$ cat src/pswc_pkg.sv
// shared types and constants for the permutation swap and range count block
`default_nettype none

package pswc_pkg;

	localparam int VAL_W = 10;
	localparam int FLD_W = 11;

	localparam logic [1:0] OP_LOAD  = 2'd0;
	localparam logic [1:0] OP_SWAP  = 2'd1;
	localparam logic [1:0] OP_COUNT = 2'd2;

	localparam logic [FLD_W-1:0] COUNT_MAX = 11'h7ff;

	typedef logic [VAL_W-1:0] val_t;

	// ring control driven by the sequencer into the cell row
	typedef struct packed {
		logic shift;
		val_t fb;
	} ring_ctl_t;

endpackage

`default_nettype wire

$ cat src/pswc_cell.sv
// one storage cell of the rotating entry ring
`default_nettype none

module pswc_cell (
	input  wire logic           clk,
	input  wire logic           shift,
	input  wire pswc_pkg::val_t nxt,
	output pswc_pkg::val_t      value
);

	pswc_pkg::val_t value_q;

	always_ff @(posedge clk) begin
		if (shift) begin
			value_q <= nxt;
		end
	end

	assign value = value_q;

endmodule

`default_nettype wire

$ cat config.mk
export PLATFORM = sky130hd
export DESIGN_NAME = pswc_cell
export DESIGN_NICKNAME = d
export VERILOG_FILES = /design/src/pswc_pkg.sv /design/src/pswc_cell.sv
export SDC_FILE = /design/constraint.sdc
export NUM_CORES = 1
export LEC_CHECK = 0
export BUFFER_PORTS_ARGS = -buffer_cell sky130_fd_sc_hd__buf_2
export CORE_AREA = 4 4 41 43
export CTS_BUF_LIST = sky130_fd_sc_hd__clkbuf_8
export DETAILED_ROUTE_END_ITERATION = 10
export DIE_AREA = 0 0 45 47
export SLEW_MARGIN = 20
export SYNTH_ARGS = -nofsm -noshare
export SYNTH_HDL_FRONTEND = slang
export SYNTH_SLANG_ARGS = --single-unit
$ cat constraint.sdc
create_clock -name clk -period 0.8 [get_ports clk]
set_clock_uncertainty 0.1 [all_clocks]
set_input_delay 0 -clock clk [delete_from_list [all_inputs] [get_ports clk]]
set_output_delay 0 -clock clk [all_outputs]
set_load 0.02 [all_outputs]
---- Word level (Yosys, flattened, before mapping) ----
Cells that the tools add are included.
word-level totals
  output and inout bits ................... 10
  flip-flop bits (word level) ............. 10
  logic and storage cells ................. 1
  input port bits ......................... 12

---- Depth between registers and ports, before layout ----
  depth in word-level cells ............... 0
  depth in mapped cells ................... 0
  mapped depth without buffers ............ 0

---- Worst setup path before layout ----
OpenSTA, ideal clock, no wires.
  path kind ............................... register to output
  start ................................... reg value_q[0], in the netlist value[0]
  end ..................................... out value[0]
  cell stages (with the launch flop) ...... 1
  path buffers ............................ 0
  data arrival time ....................... 0.449 ns
  required time ........................... 0.700 ns
  setup slack ............................. 0.251 ns
  cells stage by stage .................... edfxtp_1
RTL lines
  item                    line             text
  start, declared         pswc_cell.sv:11  pswc_pkg::val_t value_q;
  start signal, assigned  pswc_cell.sv:15  value_q <= nxt;
  end, declared           pswc_cell.sv:8   output pswc_pkg::val_t value
No word-level cell between the ends.

---- Worst setup path after layout ----
  start ................................... reg value_q[6], in the netlist value[6]
  end ..................................... out value[6]
No word-level cell between the ends.

==> results.json <==
{
  "tritoncts": "done",
  "layout_commonest_cell": "sky130_fd_sc_hd__buf_2",
  "crit_share_post_route": 1.08,
  "cp_class": "reg -> out",
  "synth_cell_type_count": 1,
  "multi_input_comb_cells": 0,
  "setup_ws_ps": -65.2,
  "routed_wl_um": 640,
  "hold_path_class": "in -> reg",
  "irDropWorstVdd_v": 0.00108,
  "wl_per_cell_um": 10.7,
  "numClockSinks": 10,
  "layout.cell_area.non_filler_um2": 613,
  "max_slew_margin": 0.859,
  "global_route_wire_length_before_repair_um": 1030,
  "initial_util": 0.231,
  "dpl-instance-area_um2": 424,
  "gr-total-overflow": 0,
  "remaining_drc_errors": 0,
  "syn_avg_cell_area_um2": 30.0,
  "cp_data_arrival_time_ps": 770,
  "post-place-ws_ps": 162,
  "port_buffers": 21,
  "clockBufferDepth": 2,
  "synth.cell_area_um2": 300,
  "run_status": "finished, violations left",
  "global_route.usage.met3": 0.0268,
  "portion_of_the_post_synthesis_area_used_by_sequential_elements": 1.00,
  "floorplan.core_area_um2": 1300,
  "critical_path_buf_inv_count": 1,
  "top_ports": 22,
  "commonest_cells_after_routing_fill_and_taps_aside": "sky130_fd_sc_hd__buf_2, sky130_fd_sc_hd__dlygate4sd3_1, sky130_fd_sc_hd__edfxtp_1",
  "cp_top_family": "flip-flops",
  "grtUsageMet1": 0.0690,
  "worstMarginPinSlew_ps": 212,
  "postSynthNetCount": 22,
  "gr-usage-all-layers": 0.0787,
  "tritoncts.num_buffers": 3,
  "die_area_um2": 2120,
  "grt_util_met2": 0.116,
  "post-route-min-period_ps": 865,
  "startpoint_type": "flop",
  "failed_checks": "negative setup slack",
  "chipHeight_um": 47,
  "cts_post_setup_buffers_inserted": 0,
  "crit_fanout": 1,
  "setup_crit_end_kind": "primary output",
  "total_via_count_in_the_routed_design": 214,
  "antenna-diode-count": 0,
  "synth_cells": 10,
  "gp_routability_congestion": 0.592,
  "maxClockFrequency_ghz": 1.16,
  "htree_num_levels": 1,
  "final_report_hold_violation_count": 0,
  "p_per_area_nw_per_um2": 2190,
  "setup_violations": 10,
  "die_w_um": 45,
  "maxCapViolations": 0,
  "design.final.nets": 58,
  "leakage_uw": 0.000260,
  "vias_in_the_first_global_route": 260,
  "area_growth_syn_to_layout_pct": 104,
  "crit_path_cell_chain": "buf_6",
  "largest_register_ffs": 10,
  "clockRootBuffer": "sky130_fd_sc_hd__clkbuf_8",
  "detail_route.vias_per_cell": 3.57,
  "crit_required_ps": 700,
  "dr.pass1.iters": 2,
  "critical-path-slowest-cell": "sky130_fd_sc_hd__edfxtp_1",
  "drive_above_1_share": 0.533,
  "multi_input_area_um2": 0,
  "crit_path_max_incr_delay_ps": 390,
  "globalRoute.busiestLayer": "met4",
  "ys_seq_elements": 10,
  "grt_antenna_before_repair": 0,
  "synth_warnings": 0,
  "grt_setup_unrepaired": "true",
  "worst_setup_hold_path_clk_slew_ps": 50,
  "grt_max_degree": 11,
  "row_count": 13,
  "drt.antenna.violating_nets": 0,
  "report.final.slew_viol_count": 0,
  "drt-initial-drc-count": 2
}
[where the power goes]
group,switching (µW),internal [µW]
combinational,84.5,108
clock,177,334
sequential,15.0,625
[final timing paths]
| path | startpoint | end | slack [ps] | cells past startpoint |
|---|---|---|---|---|
| setup / recovery | value[6] | value[6] | -70 | 1 |
| hold / removal | shift | value[8] | 30 | 1 |
[area by class of cell]
| cell class | count | area [µm²] |
|---|---|---|
| fillers | 131 | 688 |
| flip-flops and latches | 10 | 300 |
| clock inverters | 1 | 3.75 |
| repair buffers | 31 | 249 |
| well taps | 15 | 18.8 |
| clock buffers | 3 | 41.3 |
[cells in the mapped netlist]
cell type | n | area, µm²
sky130_fd_sc_hd__edfxtp_1 | 10 | 300
[routing by layer]
metal,vias to the layer above,share of wire
met4,0,0.030
met3,2,0.078
li1,109,-
met1,90,0.38
met2,13,0.51
met5,-,0
[metrics by stage]
stage	hold slack, ps	TNS [ps]	power [µW]	std cells	util
after floorplan	-1.13	0	699	10	-
after global placement	78.0	0	767	46	0.326
after detailed placement	78.8	0	768	46	0.326
after CTS	28.9	-554	1330	60	0.438
after global routing	26.9	-799	1410	60	0.471
final	34.1	-456	1340	60	0.471
[timing repair]
item,4_1_cts,5_1_grt
resized for setup,0,14
hold endpoints to repair,10,0
setup endpoints to repair,10,10
hold buffers,10,0
cloned,0,0
[cell families after synthesis]
kind of cell,share of synthesized area
flops,1.00
Power figures use the tool's default switching activity.
