[src/pswc_pkg.sv]
// shared types and constants for the permutation swap and range count block
`default_nettype none

package pswc_pkg;

	localparam int VAL_W = 10;
	localparam int FLD_W = 11;

	localparam logic [1:0] OP_LOAD  = 2'd0;
	localparam logic [1:0] OP_SWAP  = 2'd1;
	localparam logic [1:0] OP_COUNT = 2'd2;

	localparam logic [FLD_W-1:0] COUNT_MAX = 11'h7ff;

	typedef logic [VAL_W-1:0] val_t;

	// ring control driven by the sequencer into the cell row
	typedef struct packed {
		logic shift;
		val_t fb;
	} ring_ctl_t;

endpackage

`default_nettype wire

[src/pswc_ctrl.sv]
// lap sequencer: walks the ring head, applies load and swap, counts matches
`default_nettype none

module pswc_ctrl #(
	parameter int ENTRIES = 1024
) (
	input  wire logic                           clk,
	input  wire logic                           arst_n,
	input  wire logic                           item_valid,
	output logic                                item_stall,
	input  wire logic [1:0]                     operation,
	input  wire logic [pswc_pkg::FLD_W-1:0]     first_index,
	input  wire logic [pswc_pkg::FLD_W-1:0]     second_index,
	input  wire pswc_pkg::val_t                 load_value,
	input  wire logic [pswc_pkg::FLD_W-1:0]     low_value,
	input  wire logic [pswc_pkg::FLD_W-1:0]     high_value,
	input  wire pswc_pkg::val_t                 head,
	output pswc_pkg::ring_ctl_t                 ring,
	output logic                                result_valid,
	input  wire logic                           result_stall,
	output logic [pswc_pkg::FLD_W-1:0]          match_count
);

	localparam int IDX_W = (ENTRIES > 2) ? $clog2(ENTRIES) : 1;
	localparam int CW    = ((IDX_W > pswc_pkg::FLD_W) ? IDX_W : pswc_pkg::FLD_W) + 1;
	localparam int CNT_W = $clog2(ENTRIES + 1);
	localparam int SW    = (CNT_W > pswc_pkg::FLD_W) ? CNT_W : pswc_pkg::FLD_W;

	typedef enum logic [1:0] {
		IDLE,
		LAP_READ,
		LAP_MAIN,
		FIN
	} state_t;

	state_t state_q;

	logic [IDX_W-1:0]           ptr_q;
	logic [CNT_W-1:0]           cnt_q;
	logic [1:0]                 op_q;
	logic [pswc_pkg::FLD_W-1:0] a_q;
	logic [pswc_pkg::FLD_W-1:0] b_q;
	logic [pswc_pkg::FLD_W-1:0] lo_q;
	logic [pswc_pkg::FLD_W-1:0] hi_q;
	pswc_pkg::val_t             val_q;
	pswc_pkg::val_t             va_q;
	pswc_pkg::val_t             vb_q;

	logic [CW-1:0]              ptr_x;
	logic [CW-1:0]              a_x;
	logic [CW-1:0]              b_x;
	logic [pswc_pkg::FLD_W-1:0] head_x;
	logic                       hit_a;
	logic                       hit_b;
	logic                       swap_ok;
	logic                       last;
	logic                       match;
	logic                       accept;
	logic [SW-1:0]              cnt_x;
	logic [pswc_pkg::FLD_W-1:0] cnt_sat;

	assign item_stall = (state_q != IDLE);
	assign accept     = item_valid && !item_stall;

	always_comb begin
		ptr_x   = CW'(ptr_q);
		a_x     = CW'(a_q);
		b_x     = CW'(b_q);
		head_x  = pswc_pkg::FLD_W'(head);
		hit_a   = (ptr_x == a_x);
		hit_b   = (ptr_x == b_x);
		swap_ok = (a_x < CW'(ENTRIES)) && (b_x < CW'(ENTRIES));
		last    = (ptr_q == IDX_W'(ENTRIES - 1));
		// position window and value window; the end clamps itself
		match   = (ptr_x >= a_x) && (ptr_x < b_x) && (lo_q <= head_x) && (head_x < hi_q);
		cnt_x   = SW'(cnt_q);
		cnt_sat = (cnt_x > SW'(pswc_pkg::COUNT_MAX)) ? pswc_pkg::COUNT_MAX
			: cnt_x[pswc_pkg::FLD_W-1:0];
	end

	always_comb begin
		ring.shift = (state_q == LAP_READ) || (state_q == LAP_MAIN);
		ring.fb    = head;
		if (state_q == LAP_MAIN) begin
			case (op_q)
				pswc_pkg::OP_LOAD: begin
					if (hit_a) begin
						ring.fb = val_q;
					end
				end
				pswc_pkg::OP_SWAP: begin
					if (swap_ok && hit_a) begin
						ring.fb = vb_q;
					end else if (swap_ok && hit_b) begin
						ring.fb = va_q;
					end
				end
				default: begin
					ring.fb = head;
				end
			endcase
		end
	end

	// item fields and swap operands
	always_ff @(posedge clk) begin
		if (accept) begin
			op_q  <= operation;
			a_q   <= first_index;
			b_q   <= second_index;
			lo_q  <= low_value;
			hi_q  <= high_value;
			val_q <= load_value;
		end
		if (state_q == LAP_READ) begin
			if (hit_a) begin
				va_q <= head;
			end
			if (hit_b) begin
				vb_q <= head;
			end
		end
	end

	always_ff @(posedge clk or negedge arst_n) begin
		if (!arst_n) begin
			state_q      <= IDLE;
			ptr_q        <= '0;
			cnt_q        <= '0;
			result_valid <= 1'b0;
			match_count  <= '0;
		end else begin
			// FIN owns result_valid while it is active
			if (result_valid && !result_stall && state_q != FIN) begin
				result_valid <= 1'b0;
			end
			unique case (state_q)
				IDLE: begin
					if (accept) begin
						ptr_q <= '0;
						cnt_q <= '0;
						case (operation) inside
							pswc_pkg::OP_SWAP:                    state_q <= LAP_READ;
							pswc_pkg::OP_LOAD, pswc_pkg::OP_COUNT: state_q <= LAP_MAIN;
							default:                              state_q <= IDLE;
						endcase
					end
				end
				LAP_READ: begin
					if (last) begin
						ptr_q   <= '0;
						state_q <= LAP_MAIN;
					end else begin
						ptr_q <= ptr_q + 1'b1;
					end
				end
				LAP_MAIN: begin
					if (op_q == pswc_pkg::OP_COUNT && match) begin
						cnt_q <= cnt_q + 1'b1;
					end
					if (last) begin
						ptr_q   <= '0;
						state_q <= (op_q == pswc_pkg::OP_COUNT) ? FIN : IDLE;
					end else begin
						ptr_q <= ptr_q + 1'b1;
					end
				end
				FIN: begin
					// wait for the output register to be free
					if (!result_valid || !result_stall) begin
						result_valid <= 1'b1;
						match_count  <= cnt_sat;
						state_q      <= IDLE;
					end
				end
				default: begin
					state_q <= IDLE;
				end
			endcase
		end
	end

endmodule

`default_nettype wire

[config.mk]
export PLATFORM = sky130hd
export DESIGN_NAME = pswc_ctrl
export DESIGN_NICKNAME = d
export VERILOG_FILES = /design/src/pswc_pkg.sv /design/src/pswc_ctrl.sv
export SDC_FILE = /design/constraint.sdc
export NUM_CORES = 1
export LEC_CHECK = 0
export ABC_AREA = 1
export BUFFER_PORTS_ARGS = -buffer_cell sky130_fd_sc_hd__buf_4
export CAP_MARGIN = 25
export CORE_MARGIN = 1.5
export CORE_UTILIZATION = 25
export DETAILED_ROUTE_END_ITERATION = 7
export PLACE_DENSITY_LB_ADDON = 0.25
export SLEW_MARGIN = 5
export SYNTH_ARGS = -nofsm -noshare
export SYNTH_HDL_FRONTEND = slang
export SYNTH_SLANG_ARGS = --single-unit
[constraint.sdc]
create_clock -name clk -period 7.7 [get_ports clk]
set_input_delay 1.54 -clock clk [delete_from_list [all_inputs] [get_ports clk]]
set_output_delay 1.54 -clock clk [all_outputs]
set_load 0.02 [all_outputs]
=== After elaboration in Yosys (flattened, before gate mapping) ===
Index checks and enable logic that the tools add are counted.

* Register bits: 111
* Input port bits: 70
* Output and inout bits: 24
* Logic and storage cells: 90

* Add/subtract/negate cells: 2
* $lt $le $gt $ge: 7
* Eq/ne operators: 16
* Mux-type cells: 23
* Reduce and logical (&&, ||, !) cells: 29

{| class="wikitable"
|+ Operators by type and width
! operator !! number
|-
| 10-bit two-way mux || 6
|-
| 10-bit one-hot mux with 2 select lines || 2
|-
| 11-bit two-way mux || 3
|-
| 10-bit by 11-bit equality test with 1-bit output || 2
|-
| 10-bit by 11-bit < comparator with 1-bit output || 2
|-
| 11-bit < comparator (second input constant) || 2
|-
| 11-bit one-hot mux with 2 select lines || 1
|-
| 2-bit two-way mux || 7
|-
| 11-bit by 1-bit adder with 11-bit output (second input constant) || 1
|-
| 10-bit by 11-bit >= comparator with 1-bit output || 1
|-
| 11-bit greater-than comparator (second input constant) || 1
|-
| 11-bit by 10-bit less-or-equal comparator with 1-bit output || 1
|-
| 10-bit by 1-bit adder with 10-bit output (second input constant) || 1
|-
| 10-bit equality test (second input constant) || 1
|-
| 1-bit logical AND || 10
|-
| 2-bit != test (second input constant) || 5
|-
| 2-bit equality test (second input constant) || 4
|-
| 2-bit one-hot mux with 4 select lines || 1
|-
| 2-bit AND reduction || 4
|-
| 2-bit by 1-bit equality test with 1-bit output (second input constant) || 3
|-
| 2-bit zero test || 3
|-
| 2-bit nonzero test || 3
|-
| 4-bit AND reduction || 1
|-
| 2-bit OR reduction || 2
|-
| 5 further kinds || 10
|}

=== Longest topological paths before layout ===
Gate-level depths: netlist of the first run.

* Depth in word-level cells: 7
* Depth in mapped cells: 15
* Mapped depth without buffers: 14

=== Least setup slack after synthesis of the first run ===
Ideal clock, no wire load.

* Path kind: input-to-reg
* From: input port item_valid
* To: register ptr_q[7]
* Library setup time: 0.123 ns
* Data arrival time: 3.666 ns
* Required time: 7.577 ns
* Path slack: 3.911 ns
* Cell stages on the path: 9
* Path buffers: 0
* Path through: nand2_1 inv_1 a21oi_1 nor2_1 inv_1 nor2_1 nand3_1 o21ai_0 a21oi_1

* Longest elaborated chain between the ends: 3

{| class="wikitable"
|+ RTL lines
! item !! line !! text
|-
| start, declared || pswc_ctrl.sv:9 || <nowiki>input wire logic item_valid,</nowiki>
|-
| 1-bit logical AND || pswc_ctrl.sv:63 || <nowiki>assign accept = item_valid && !item_stall;</nowiki>
|-
| net accept || pswc_ctrl.sv:58 || <nowiki>logic accept;</nowiki>
|-
| 2-bit != test (no source line) || - ||
|-
| 2-bit AND reduction (no source line) || - ||
|-
| end signal, assigned || pswc_ctrl.sv:154 || <nowiki>ptr_q <= ptr_q + 1'b1;</nowiki>
|-
| end signal, assigned || pswc_ctrl.sv:165 || <nowiki>ptr_q <= ptr_q + 1'b1;</nowiki>
|-
| end, declared || pswc_ctrl.sv:38 || <nowiki>logic [IDX_W-1:0] ptr_q;</nowiki>
|}

The timed path passes the listed nets, and every way through them passes these cells.
A chain may end at the register's enable or synchronous reset.

==> reports/results.txt, run 1 <==
clock power share: 25.4%
antenna violation net count after detailed routing: 0
Starting Density: 25.6%
Worst setup EP type: output pin
register share of total power: 42.8%
switching pwr: 0.000669 W
CTS Hold Bufs: 0
sequential-to-total area share from yosys stat: 54.2%
M3 GR Usage: 3.25%
routed wire length: 14600 um
area leader, netlist: edfxtp_1
Syn Area/Cell: 9.25 um2
leading cell types in the layout, fill and taps excluded: 164 x nand2_1, 95 x buf_4, 86 x inv_1
worst rel slew slack: 46.0%
peak supply drop: 0.116 mV
met1 Use GR: 17.0%
Worst Skew: 0.0102 ns
Gate power share: 31.8%
antenna violations before repair: 1
Yosys top cell area share: 39.1%
number of remaining DRC errors: 0
Worst setup SP type: register
cts repair resizes: 0
core outline area: 22800 um2
Int Power: 0.00116 W
Worst-Margin Slew: 0.807 ns
most used cell, CP: a21oi_1
fmax: 213 MHz
met2 Use GR: 19.9%
gr busiest metal: met2
TritonCTS clock tree: done
worst skew pair latency: 0.36 ns
gr ovfl total: 0
fin area: 7160 um2
Via density: 4.16
slowest CP cell: nand3_1
data arrival time of the worst path: 3.16 ns
Synth area leaders: edfxtp_1 39%, dfrtp_1 15%, nand2_1 11%
Iteration-0 DRC Markers: 201
Crit path max-delay family: simple AND/OR/NAND/NOR gates
crit path cell chain: ha_1 -> nand2_1 -> nor2_1 -> nand3_2 -> clkinv_1 -> nand3_1 -> o211ai_1 -> a21oi_1 -> a21oi_1 -> buf_4
dpl hpwl: 10900 um
Hold/Removal Path Class: register to register
nets: 840
post-synthesis cell area: 5830 um2
layout cell share with drive strength beyond 1: 17.1%
H-tree depth reported by CTS: 3
max-cap viol count: 0
min Tclk post-route: 4.70 ns
Layout Utilization: 31.4%
Synth cell types: 31
Sinks on Clock Net: 111
Placer Congestion: 0.817
fin crit share: 61.1%
die height: 156 um
I/O Pins: 94
clk buf depth: 2
Std-Cell Rows: 55
Total Neg Setup Slack: 0 ns
Pins Over Slew Limit: 0
Yosys reg bits: 111
required time of the critical path: 6.16 ns
slowest stage delay, CP: 0.50 ns
PortBufs: 93
Synth Warn #: 0
largest net degree at the start of global routing: 57
DR pass1 iterations: 4
post-CTS setup buffer count: 0
CP Max Fanout: 22
Area growth syn-to-layout: 22.7%
RSZ-0062 raised after global routing: no
Routed WL per cell: 14.0 um
final hold vios: 0
Die ar.: 24200 um2
CTS Root Cell: clkbuf_16
syn nets: 746
vias after detailed routing: 4341
die width: 156 um
Sw Share: 36.5%
total CTS buffers: 9
Mapped Cells: 630
commonest non-fill, non-tap cell in the layout: nand2_1
WS Path Type: register to output pin
WP buf/inv: 2
# setup viols final: 0
clock slew at reported path FFs: 0.08 ns
PwrDens: 256 nW/um2
all-layer global routing usage: 12.6%
status: completed
vias in the first global route: 4334
Area after DPL: 6870 um2
leakage power: 3.33 nW
first-pass GRT wire length: 23200 um
worst paths after layout:
kind / startpoint / endpoint / slack [ns] / depth (start not counted)
worst max-delay path: ptr_q[9] / ring[8] / 3.00 / 10
worst min-delay path: match_count[10] / match_count[10] / 0.49 / 2
worst max register to register: state_q[0] / cnt_q[8] / 5.10 / 11
worst min register to register: match_count[10] / match_count[10] / 0.49 / 2
max in group asynchronous: arst_n / match_count[9] / 6.24 / 1
min in group asynchronous: arst_n / match_count[6] / 1.12 / 1
synth_stat cells, drive strengths merged:
library cell	count
a21o	3
a21oi	20
a22o	1
a31oi	3
buf	8
clkbuf	4
clkinv	2
dfrtp	35
edfxtp	76
ha	46
inv	88
mux2	4
nand2	167
nand3	29
nand3b	2
nand4	5
nor2	69
nor3	17
nor3b	1
nor4	1
o211ai	13
o21ai	32
xor2	4
area by class of cell:
cell class              count  area (um2)
fillers                  2385       15600
flip-flops and latches    111        3160
multi-input cells         417        2260
repair buffers             95         713
well taps                 313         392
inverters                  90         338
clock buffers               9         225
clock inverters             7        63.8
diodes                      1        2.50
worst reg2reg max path, cell delays in order, from the launching register on:
cell and delay (ns):
dfrtp_1 0.42, inv_1 0.12, ha_1 0.66, nand2_1 0.21, nor2_1 0.14, nand3b_1 0.08
nor2_1 0.13, nand3_1 0.11, nand2_2 0.22, nand2_2 0.22, nand2_1 0.11, nand2_1 0.05
routing by layer:
metal,up-vias,wire (um)
met5,-,0
met4,0,83
met3,4,746
met2,92,6580
met1,1974,7160
li1,2271,-
metrics by stage:
| stage | hold WS (ns) | instances | worst slack (ns) | total power (W) |
|---|---|---|---|---|
| after global placement | 0.473 | 1026 | 3.49 | 0.00139 |
| after global routing | 0.530 | 1042 | 2.63 | 0.00197 |
| after floorplan | 0.463 | 630 | 3.91 | 0.00118 |
| final | 0.489 | 1043 | 3.00 | 0.00183 |
| after detailed placement | 0.475 | 1026 | 3.41 | 0.00139 |
| after CTS | 0.495 | 1042 | 2.99 | 0.00187 |
power by group through the flow:
stage / logic (W) / clock network, W / registers (W)
global placement: 0.000595 / 0 / 0.000796
finish: 0.000583 / 0.000465 / 0.000783
global route: 0.000667 / 0.000504 / 0.000794
floorplan: 0.000380 / 0 / 0.000796
CTS: 0.000598 / 0.000486 / 0.000784
detailed placement: 0.000596 / 0 / 0.000797
flip-flops by register name, summed over array words and instances (netlist names):
name / cells
va_q: 10
ptr_q: 10
cnt_q: 11
a_q: 11
val_q: 10
vb_q: 10
b_q: 11
hi_q: 11
op_q: 2
state_q: 2
match_count: 11
result_valid: 1
lo_q: 11
kinds of logic after synthesis:
group	after synthesis	synth area share, %
buf+inv	102	7.00
xor+xnor	4	0.601
compound gates	72	7.00
fa+ha+maj	46	9.87
flops	111	54.2
mux	4	0.772
simple gates	291	20.6
Power figures use the tool's default switching activity.
==> run 2: changes to the inputs <==
==> constraint.sdc (replaced) <==
create_clock -name clk -period 4.65 [get_ports clk]
set_input_delay 0.93 -clock clk [delete_from_list [all_inputs] [get_ports clk]]
set_output_delay 0.93 -clock clk [all_outputs]
set_load 0.02 [all_outputs]
==> reports/results.txt, run 2 (same netlist as run 1, synthesis figures left out) <==
status: completed
Std-Cell Rows: 55 (unchanged)
Sinks on Clock Net: 111 (unchanged)
required time of the critical path: 3.72 ns (-2.44 ns)
Starting Density: 25.6% (unchanged)
clock slew at reported path FFs: 0.07 ns (about the same)
Worst-Margin Slew: 0.852 ns (+0.0452 ns)
largest net degree at the start of global routing: 57 (unchanged)
PortBufs: 93 (unchanged)
min Tclk post-route: 4.12 ns
first-pass GRT wire length: 23100 um (-0.62%)
DR pass1 iterations: 4 (unchanged)
Worst setup SP type: register
H-tree depth reported by CTS: 3 (unchanged)
total CTS buffers: 9 (unchanged)
dpl hpwl: 10800 um (-1.2%)
I/O Pins: 94 (unchanged)
vias in the first global route: 4303 (-0.72%)
layout cell share with drive strength beyond 1: 17.3% (+0.11 points)
max-cap viol count: 0 (unchanged)
Antenna diodes: 0 (-1)
Storage cell area: 3160 um2 (unchanged)
Routed WL per cell: 13.8 um (-1.2%)
Placer Congestion: 0.832 (+1.8%)
# setup viols final: 0 (unchanged)
antenna violations before repair: 0 (-1)
routed wire length: 14400 um (-1.2%)
nets: 841 (+0.12%)
fmax: 243 MHz
CTS Hold Bufs: 0 (unchanged)
Fillers: 2363 (-0.92%)
WP buf/inv: 2 (unchanged)
clk buf depth: 2 (unchanged)
Hold/Removal Path Class: register to register
multi-input combinational cell area: 2270 um2 (+0.22%)
peak supply drop: 0.208 mV (+80%)
Pwr Total: 0.00310 W (+69%)
RSZ-0062 raised after global routing: no
worst rel slew slack: 42.9% (-3.1 points)
cts repair resizes: 0 (unchanged)
most used cell, CP: a21oi_1
CTS Root Cell: clkbuf_16
antenna violation net count after detailed routing: 0 (unchanged)
Total Neg Setup Slack: 0 ns (unchanged)
Pins Over Slew Limit: 0 (unchanged)
slowest CP cell: nand3_1
CP Max Fanout: 22 (unchanged)
flop2flop setup slack: 2.05 ns (-3.05 ns)
final hold vios: 0 (unchanged)
leakage power: 3.35 nW (+0.62%)
gr ovfl total: 0 (unchanged)
leading cell types in the layout, fill and taps excluded: 164 x nand2_1, 96 x buf_4, 86 x inv_1
Iteration-0 DRC Markers: 219 (+9.0%)
post-CTS setup buffer count: 0 (unchanged)
number of remaining DRC errors: 0 (unchanged)
Via density: 4.16 (unchanged)
data arrival time of the worst path: 3.19 ns (+0.03 ns)
WS Path Type: register to output pin
vias after detailed routing: 4341 (unchanged)
crit path cell chain: ha_1 -> nand2_1 -> nor2_2 -> nand3_2 -> clkinv_1 -> nand3_1 -> o211ai_1 -> a21oi_1 -> a21oi_1 -> buf_4
TritonCTS clock tree: done
die height: 156 um (unchanged)
Area growth syn-to-layout: 23.4%
core outline area: 22800 um2 (unchanged)
commonest non-fill, non-tap cell in the layout: nand2_1
Die ar.: 24200 um2 (unchanged)
fin crit share: 88.6%
Worst Skew: 0.00813 ns (-0.00207 ns)
PwrDens: 430 nW/um2 (+68%)
slowest stage delay, CP: 0.50 ns (about the same)
worst skew pair latency: 0.35 ns (about the same)
Worst setup EP type: output pin
all-layer global routing usage: 12.6% (-0.021 points)
Crit path max-delay family: simple AND/OR/NAND/NOR gates
Layout Utilization: 31.6% (+0.17 points)
die width: 156 um (unchanged)
-- run 2: power breakdown --
group	switching (W)	total, W	internal, W
Sequential	0.0000693	0.00130	0.00123
Combinational	0.000647	0.000968	0.000321
Clock	0.000363	0.000830	0.000467
Total	0.00108	0.00310	0.00202
-- run 2: worst reg2reg max path, delay by kind of cell (launching register included) --
kind | cells | cell delay [ns]
flops | 1 | 0.43
compound gates | 1 | 0.18
fa+ha+maj | 1 | 0.32
simple gates | 9 | 1.39
buf+inv | 1 | 0.16
-- run 2: area by class of cell --
| type | count | area share (%) |
|---|---|---|
| sequential | 111 | 43.9 |
| tap | 313 | 5.44 |
| clock buffer | 13 | 3.76 |
| timing repair buffer | 96 | 10.0 |
| clock inverter | 3 | 0.661 |
| multi-input combinational | 417 | 31.5 |
| inverter | 90 | 4.69 |
-- run 2: per-stage QoR --
stage | instances | hold slack, ns | setup WS (ns) | area, um2
after floorplan | 630 | 0.463 | 1.47 | 5830
after global placement | 1027 | 0.474 | 1.01 | 6880
after detailed placement | 1027 | 0.485 | 0.955 | 6880
after CTS | 1043 | 0.504 | 0.554 | 7200
after global routing | 1043 | 0.526 | 0.232 | 7200
final | 1043 | 0.496 | 0.530 | 7200
-- run 2: path summary, 6_finish.rpt --
check                                    start        endpoint  cells after the start
min in group asynchronous               arst_n        cnt_q[5]                      1
worst min-delay path            match_count[6]  match_count[6]                      2
worst min register to register  match_count[6]  match_count[6]                      2
worst max register to register        ptr_q[6]        cnt_q[8]                     12
max in group asynchronous               arst_n        ptr_q[5]                      1
worst max-delay path                  ptr_q[6]         ring[8]                     10
-- run 2: metal layers --
layer / vias up / part of all wire (%) / global-route usage [%]
li1: 2274 / - / -
met1: 1954 / 49 / 17.0
met5: - / 0 / 0
met4: 0 / 1.5 / 3.85
met3: 14 / 5.4 / 3.08
met2: 99 / 45 / 19.9
==> run 3: changes to the inputs <==
--- a/config.mk
+++ b/config.mk
@@ -5,7 +5,6 @@
 export SDC_FILE = /design/constraint.sdc
 export NUM_CORES = 1
 export LEC_CHECK = 0
-export ABC_AREA = 1
 export BUFFER_PORTS_ARGS = -buffer_cell sky130_fd_sc_hd__buf_4
 export CAP_MARGIN = 25
 export CORE_MARGIN = 1.5
==> reports/results.txt, run 3 <==
status: completed
final setup margin: 0.546 ns (+0.0162 ns)
final hold vios: 0 (unchanged)
total CTS buffers: 9 (unchanged)
core outline area: 22600 um2 (-0.60%)
Synth Warn #: 0 (unchanged)
Syn Area/Cell: 11.5 um2 (+24%)
Antenna diodes: 0 (unchanged)
first-pass GRT wire length: 24100 um (+4.6%)
leading cell types in the layout, fill and taps excluded: 101 x buf_4, 76 x edfxtp_1, 46 x inv_1, 46 x ha_1, 39 x o21ai_0
synth cell count leaders: 76 x edfxtp_1, 46 x ha_1, 46 x inv_1
I/O Pins: 94 (unchanged)
nets: 716 (-15%)
vias after detailed routing: 4405 (+1.5%)
Synth area leaders: edfxtp_1 40%, dfrtp_1 15%, ha_1 10%
syn nets: 619 (-17%)
worst setup path end: ring[6]
sequential-to-total area share from yosys stat: 54.8% (+0.66 points)
DR pass1 iterations: 4 (unchanged)
peak supply drop: 0.213 mV (+2.4%)
clk buf depth: 2 (unchanged)
Via density: 4.95 (+19%)
TritonCTS clock tree: done
gr ovfl total: 0 (unchanged)
H-tree depth reported by CTS: 3 (unchanged)
post-synthesis cell area: 5760 um2 (-1.2%)
Area growth syn-to-layout: 23.9%
Placer Congestion: 0.813 (-2.4%)
Total Neg Setup Slack: 0 ns (unchanged)
Worst Skew: 0.0168 ns (+0.00864 ns)
Die ar.: 24000 um2 (-1.2%)
worst skew pair latency: 0.36 ns (about the same)
number of synthesized flops with an enable pin: 76 (unchanged)
PwrDens: 451 nW/um2 (+4.7%)
Pwr Total: 0.00322 W (+3.9%)
min Tclk post-route: 4.10 ns (-0.0162 ns)
RSZ-0062 raised after global routing: no
die width: 155 um (-0.59%)
vias in the first global route: 4409 (+2.5%)
all-layer global routing usage: 13.0% (+0.43 points)
Hold Crit Depth: 1 (-1)
Iteration-0 DRC Markers: 289 (+32%)
worst reg2reg endpoint: cnt_q[1]
Yosys reg bits: 111 (unchanged)
M3 GR Usage: 2.75% (-0.34 points)
worst hold slack: 0.514 ns (+0.0184 ns)
fmax: 244 MHz (+0.39%)
Area after DPL: 6830 um2 (-0.67%)
Worst setup EP type: output pin
Worst setup SP type: register
async set-reset flop share out of synthesis: 31.5% (unchanged)
Routed WL per cell: 16.9 um (+22%)
# setup viols final: 0 (unchanged)
Mapped Cells: 503 (-20%)
Critical Path Start: ptr_q[9]
clock slew at reported path FFs: 0.08 ns (about the same)
antenna violations before repair: 0 (unchanged)
largest net degree at the start of global routing: 36 (-37%)
WS Path Type: register to output pin
Worst-Margin Slew: 0.888 ns (+0.0357 ns)
Sinks on Clock Net: 111 (unchanged)
Synth cell types: 65 (+110%)
fin area: 7140 um2 (-0.80%)
commonest non-fill, non-tap cell in the layout: buf_4
fin crit share: 88.3% (-0.35 points)
R2R Path Start: state_q[0]
CP Max Fanout: 20 (-9.1%)
worst rel slew slack: 40.3% (-2.5 points)
met1 Use GR: 17.7% (+0.67 points)
flop2flop setup slack: 1.47 ns (-0.58 ns)
routed wire length: 15000 um (+4.2%)
met2 Use GR: 20.7% (+0.80 points)
Yosys top cell area share: 39.6% (+0.48 points)
Synth Flop Type: edfxtp_1
CTS Hold Bufs: 0 (unchanged)
max-cap viol count: 0 (unchanged)
post-CTS setup buffer count: 0 (unchanged)
R2R cell count: 8 (-4)
area leader, netlist: edfxtp_1
data arrival time of the worst path: 3.17 ns (-0.02 ns)
pre-CTS WS: 0.928 ns (-0.0274 ns)
leakage power: 2.95 nW (-12%)
Std-Cell Rows: 55 (unchanged)
Starting Density: 25.4% (-0.15 points)
Pins Over Slew Limit: 0 (unchanged)
number of remaining DRC errors: 0 (unchanged)
most frequent cell after synthesis: edfxtp_1
Hold/Removal Path Class: register to register
dpl hpwl: 11200 um (+4.1%)
die height: 155 um (-0.59%)
CTS Root Cell: clkbuf_16
gr busiest metal: met2
cts repair resizes: 0 (unchanged)
antenna violation net count after detailed routing: 0 (unchanged)
layout cell share with drive strength beyond 1: 23.6% (+6.4 points)
required time of the critical path: 3.72 ns (about the same)
PortBufs: 93 (unchanged)
-- run 3: worst min path at each step --
| stage | start | endpoint | slack (ns) |
|---|---|---|---|
| final | match_count[3] | match_count[3] | 0.51 |
| after global routing | match_count[8] | match_count[8] | 0.53 |
| after CTS | match_count[8] | match_count[8] | 0.52 |
| after detailed placement | match_count[8] | match_count[8] | 0.50 |
| after global placement | match_count[5] | match_count[5] | 0.49 |
| after floorplan | cnt_q[9] | cnt_q[9] | 0.46 |
-- run 3: final cells by class --
class                   count  area [um2]
inverters                  47         176
repair buffers            101         758
clock inverters             7        81.3
well taps                 285         357
clock buffers               9         225
fillers                  2295       15500
flip-flops and latches    111        3160
multi-input cells         330        2380
-- run 3: critical path: stages (launching register included) --
cell and delay (ns):
dfrtp_1 0.45, ha_1 0.36, nand4b_1 0.28, nor3_1 0.41, nand2_1 0.48, o211ai_1 0.23
o21ai_0 0.10, o21ai_0 0.30, buf_4 0.21
-- run 3: cell families after synthesis --
logic type,Yosys count,share of synthesized area (%)
flip-flops,111,54.8
adder cells (fa/ha/maj),46,9.99
multiplexers,14,2.76
AO/OA/AOI/OAI,144,16.7
AND/OR/NAND/NOR,125,11.5
buffers and inverters,62,4.06
XOR/XNOR,1,0.152
-- run 3: power breakdown --
part           total (W)  internal (W)  switching, W  leakage (nW)
sequential       0.00133       0.00123      0.000105          1.18
combinational    0.00108      0.000391      0.000693          1.62
clock           0.000799      0.000389      0.000410         0.152
total            0.00322       0.00201       0.00121          2.95
-- run 3: metrics by stage --
| stage | utilization [%] | std cells |
|---|---|---|
| 6_report | 31.5 | 890 |
| 5_1_grt | 31.5 | 890 |
| 4_1_cts | 31.5 | 890 |
| 3_3_place_gp | 30.2 | 874 |
| 3_5_place_dp | 30.2 | 874 |
| 2_1_floorplan | - | 503 |
-- run 3: per-layer routing --
layer	wire, um	vias up
met2	6920	133
met3	717	20
li1	-	2116
met4	265	0
met1	7110	2136
met5	0	-
